File: config.mk
export PLATFORM = sky130hd
export DESIGN_NAME = smpq_cell
export DESIGN_NICKNAME = d
export VERILOG_FILES = /design/src/rtl/smpq_pkg.sv /design/src/rtl/smpq_cell.sv
export SDC_FILE = /design/constraint.sdc
export NUM_CORES = 1
export LEC_CHECK = 0
export ABC_CLOCK_PERIOD_IN_PS = 3850
export BUFFER_PORTS_ARGS = -buffer_cell sky130_fd_sc_hd__buf_2
export CELL_PAD_IN_SITES_DETAIL_PLACEMENT = 0
export CELL_PAD_IN_SITES_GLOBAL_PLACEMENT = 1
export CORE_MARGIN = 1.5
export CORE_UTILIZATION = 28
export CTS_CLUSTER_SIZE = 10
export DETAILED_ROUTE_END_ITERATION = 10
export PLACE_DENSITY = 0.84
export SLEW_MARGIN = 25
export SYNTH_ARGS = -nofsm -noshare
export SYNTH_HDL_FRONTEND = slang
export SYNTH_SLANG_ARGS = --single-unit
File: constraint.sdc
create_clock -name clk -period 3.85 [get_ports clk]
set_input_delay 0 -clock clk [delete_from_list [all_inputs] [get_ports clk]]
set_output_delay 0 -clock clk [all_outputs]
set_load 0.02 [all_outputs]
File: src/rtl/smpq_pkg.sv
package smpq_pkg;

    // sizing
    localparam int CAPACITY   = 64;
    localparam int KEY_BITS   = 32;
    localparam int VALUE_BITS = 32;
    localparam int COUNT_BITS = $clog2(CAPACITY + 1);

    // command codes
    localparam logic [1:0] CMD_PUSH  = 2'd0;
    localparam logic [1:0] CMD_POP   = 2'd1;
    localparam logic [1:0] CMD_QUERY = 2'd2;

    // status codes
    localparam logic [1:0] STATUS_OK    = 2'd0;
    localparam logic [1:0] STATUS_FULL  = 2'd1;
    localparam logic [1:0] STATUS_EMPTY = 2'd2;

    // one stored entry
    typedef struct packed {
        logic signed [KEY_BITS-1:0]   key;
        logic signed [VALUE_BITS-1:0] value;
    } entry_t;

    // request beat
    typedef struct packed {
        logic [1:0]                   command;
        logic signed [KEY_BITS-1:0]   prio_key;
        logic signed [VALUE_BITS-1:0] payload;
    } req_t;

    // response beat
    typedef struct packed {
        logic                         top_valid;
        logic signed [KEY_BITS-1:0]   top_key;
        logic signed [VALUE_BITS-1:0] top_value;
        logic [COUNT_BITS-1:0]        entry_count;
        logic [1:0]                   status;
    } rsp_t;

    // broadcast control to every cell of the row
    typedef struct packed {
        logic   push;
        logic   pop;
        entry_t item;
    } cell_ctrl_t;

endpackage

File: src/rtl/smpq_cell.sv
module smpq_cell
    import smpq_pkg::*;
(
    input  logic       clk,
    input  logic       rst_n,
    input  cell_ctrl_t ctrl,
    input  logic       up_ge,
    input  logic       up_valid,
    input  entry_t     up_entry,
    input  logic       down_valid,
    input  entry_t     down_entry,
    output logic       ge,
    output logic       valid,
    output entry_t     entry
);

    logic   valid_reg;
    logic   valid_next;
    entry_t entry_reg;
    entry_t entry_next;

    // held entry ranks at or ahead of the incoming one
    assign ge = valid_reg && ($signed(entry_reg.key) >= $signed(ctrl.item.key));

    // push shifts down behind the insertion point, pop shifts up
    always_comb
    begin
        entry_next = entry_reg;
        valid_next = valid_reg;
        if (ctrl.push)
        begin
            if (!ge)
            begin
                if (up_ge)
                    entry_next = ctrl.item;
                else
                    entry_next = up_entry;
            end
            valid_next = valid_reg | up_valid;
        end
        else if (ctrl.pop)
        begin
            entry_next = down_entry;
            valid_next = down_valid;
        end
    end

    // occupancy flag
    always_ff @(posedge clk or negedge rst_n)
    begin
        if (!rst_n)
            valid_reg <= 1'b0;
        else
            valid_reg <= valid_next;
    end

    // entry storage
    always_ff @(posedge clk)
    begin
        entry_reg <= entry_next;
    end

    assign valid = valid_reg;
    assign entry = entry_reg;

`ifndef SYNTHESIS
    // row stays sorted against the cell below
    assert property (@(posedge clk) disable iff (!rst_n)
        (valid_reg && down_valid) |-> ($signed(entry_reg.key) >= $signed(down_entry.key)))
        else $error("cell order broken");
`endif

endmodule

==> impl_metrics.toml <==
[logic_synthesis]
seq_area_frac_synth = 0.471
synth_flop_cell = "edfxtp_1"
synth_compound_area_frac = 0.125
synth-edff-count = 64
avgSynthCellArea_um2 = 10.3
synthAdderAreaFrac = 0.0969
synth_mux_area_frac = 0.155
synth_cell_types = 34
synthXorXnorAreaFrac = 0
yosys_warnings = 0
async_flop_share = 0.0154
synth_top_family_by_area = "multiplexers"
synth-seq-cells = 65
synthesis.nets = 631
synthCells = 400
synthSimpleGateAreaFrac = 0.101
synth.cell_area_um2 = 4130

[routing]
drc = 0
first_iter_violations = 134
vias = 3951
drtPass1Iterations = 4
antenna_left = 0
via_per_inst = 4.47
routed_wl_um = 12100
wl_per_cell_um = 13.7

[final_layout]
largest_reg_flops = 64
drive_gt1_frac = 0.411
final_nets = 925
area_growth_pct = 51.8

[timing]
fin_tns_setup_ps = 0
fmaxAchievable_ghz = 0.336
setup_viol = 0
tightest_slew_ps = 860
fin_hold_ws_ps = 13.0
post-route-period-util = 0.772
finalHoldViolCount = 0
fin_worst_skew_ps = 6.18
rsz0062_at_grt = "false"
slew_headroom = 0.427
period_minus_slack_ps = 2970
worst_slack_ps = 878
maxSlewViolCount = 0

[critical_path]
crit_type = "flip-flop to flip-flop"
cpPeakStageDelay_ps = 780
slowest_stage = "o32a_4"
cp.arrival_ps = 2930
path_max_fanout = 64
cp-start-kind = "flip-flop"
cp_cell_sequence = "ha_1, and4_4, a211oi_2, o21ai_1, o32ai_1, nor3b_2, o32a_4"
critPathCaptureType = "flip-flop"
critical_path_required_ps = 3800
regToRegSetupSlack_ps = 880

[global_routing]
grt_overflow_total = 0
track_usage = 0.158
grt_pass1_vias = 3960
grt_first_pass_wirelength_um = 19300
antenna_found_initial = 1
grt_max_degree = 78

[placement]
dp_worst_setup_slack_ps = 836
io_buffers = 264
dp_hpwl_um = 9340
place_congestion = 0.778

[die]
num_rows = 44
die_y_um = 124
core_um2 = 14500
start_util = 0.285
fp.dieW_um = 124
die_area_um2 = 15500
io_pins = 265

[cts]
tritoncts = "built"
clk_pin_slew_ps = 60
clk_latency_ps = 330
cts_sinks = 65
root_buffer = "clkbuf_16"
cts.path.max_buffers = 2
cts_max_level = 3
post_cts.repair.setup_buffers = 0
cts_made_buffers = 9

[status]
status = "completed"

[power_and_ir_drop]
p_per_area_nw_per_um2 = 363
power.leakage_nw = 3.09
ir_drop_v = 0.000165

[hold_path]
worstHoldPathType = "input port to flip-flop"

[job]
cap_viol_max_count = 0
[placed cells by master, fill, tap and decap left out, types with 8 or more instances in the layout]
master,count
inv_1,32
ha_1,32
nor2_1,66
a21oi_1,77
nand2_1,8
buf_2,262
mux2i_1,64
edfxtp_1,64
dlygate4sd3_1,39
clkbuf_16,9
[critical path: cells and delay by family (launching register included)]
kind,cells,cell delay (ps)
AO/OA/AOI/OAI,4,1380
AND/OR/NAND/NOR,2,490
flip-flops,1,390
adder cells (fa/ha/maj),1,320
[per-layer routing]
| metal | vias to the layer above | wire [um] | global-route usage |
|---|---|---|---|
| li1 | 2046 | - | - |
| met1 | 1717 | 5160 | 0.185 |
| met2 | 173 | 5830 | 0.273 |
| met3 | 15 | 966 | 0.0528 |
| met4 | 0 | 170 | 0.0480 |
| met5 | - | 0 | 0 |
[cells by family (layout without fill, tap and decap cells)]
| group | count (synthesis) | after routing |
|---|---|---|
| AOI/OAI and AO/OA | 93 | 93 |
| adders and majority gates | 32 | 32 |
| buffers and inverters | 54 | 352 |
| DFF | 65 | 65 |
| muxes | 64 | 64 |
| other | 0 | 1 |
| and+or+nand+nor | 92 | 92 |
[power breakdown]
part | internal, mW | leakage, nW | switching [mW]
logic | 0.273 | 2.33 | 0.368
clock network | 0.424 | 0.129 | 0.283
registers | 0.895 | 0.633 | 0.0324
[final cells by class]
| type | instances | area, um^2 |
|---|---|---|
| clock buffers | 10 | 229 |
| flip-flops and latches | 65 | 1950 |
| clock inverters | 5 | 23.8 |
| repair buffers | 305 | 1730 |
| well taps | 184 | 230 |
| multi-input cells | 281 | 1990 |
| inverters | 32 | 120 |
| diodes | 1 | 2.50 |
| fillers | 1456 | 8210 |
[Yosys cell counts, types with 2 or more instances]
cell type,n,area [um^2]
a211oi_1,2,15.0
a211oi_2,2,25.0
a21o_1,2,15.0
a21oi_1,77,385
and4_1,2,17.5
buf_1,2,7.51
buf_2,6,30.0
clkbuf_1,14,52.6
edfxtp_1,64,1920
ha_1,32,400
inv_1,32,120
mux2i_1,64,641
nand2_1,8,30.0
nand4_1,4,25.0
nor2_1,66,248
nor2b_1,3,18.8
o21ai_1,3,15.0
[path summary, 6_finish.rpt]
| check | endpoint | cells past startpoint | start |
|---|---|---|---|
| worst max-delay path | entry[15] | 7 | entry[46] |
| worst min-delay path | entry[54] | 3 | down_entry[54] |
| worst max register to register | entry[15] | 7 | entry[46] |
| worst min register to register | valid | 3 | valid |
| max in group asynchronous | valid | 3 | rst_n |
| min in group asynchronous | valid | 3 | rst_n |
[repair_timing]
item                       CTS  global route
hold buffers                39             0
setup endpoints to repair    0             0
hold endpoints to repair    37             0
resized for setup            0             0
[metrics by stage]
stage                     power [mW]  std cells   util  instance area (um^2)
after floorplan                 1.30        400      -                  4130
after global placement          1.55        828  0.389                  5630
after detailed placement        1.56        828  0.389                  5630
after CTS                       2.31        882  0.433                  6270
after global routing            2.42        883  0.433                  6270
final                           2.28        883  0.433                  6270
No activity file was read; power rests on OpenSTA's default activity.
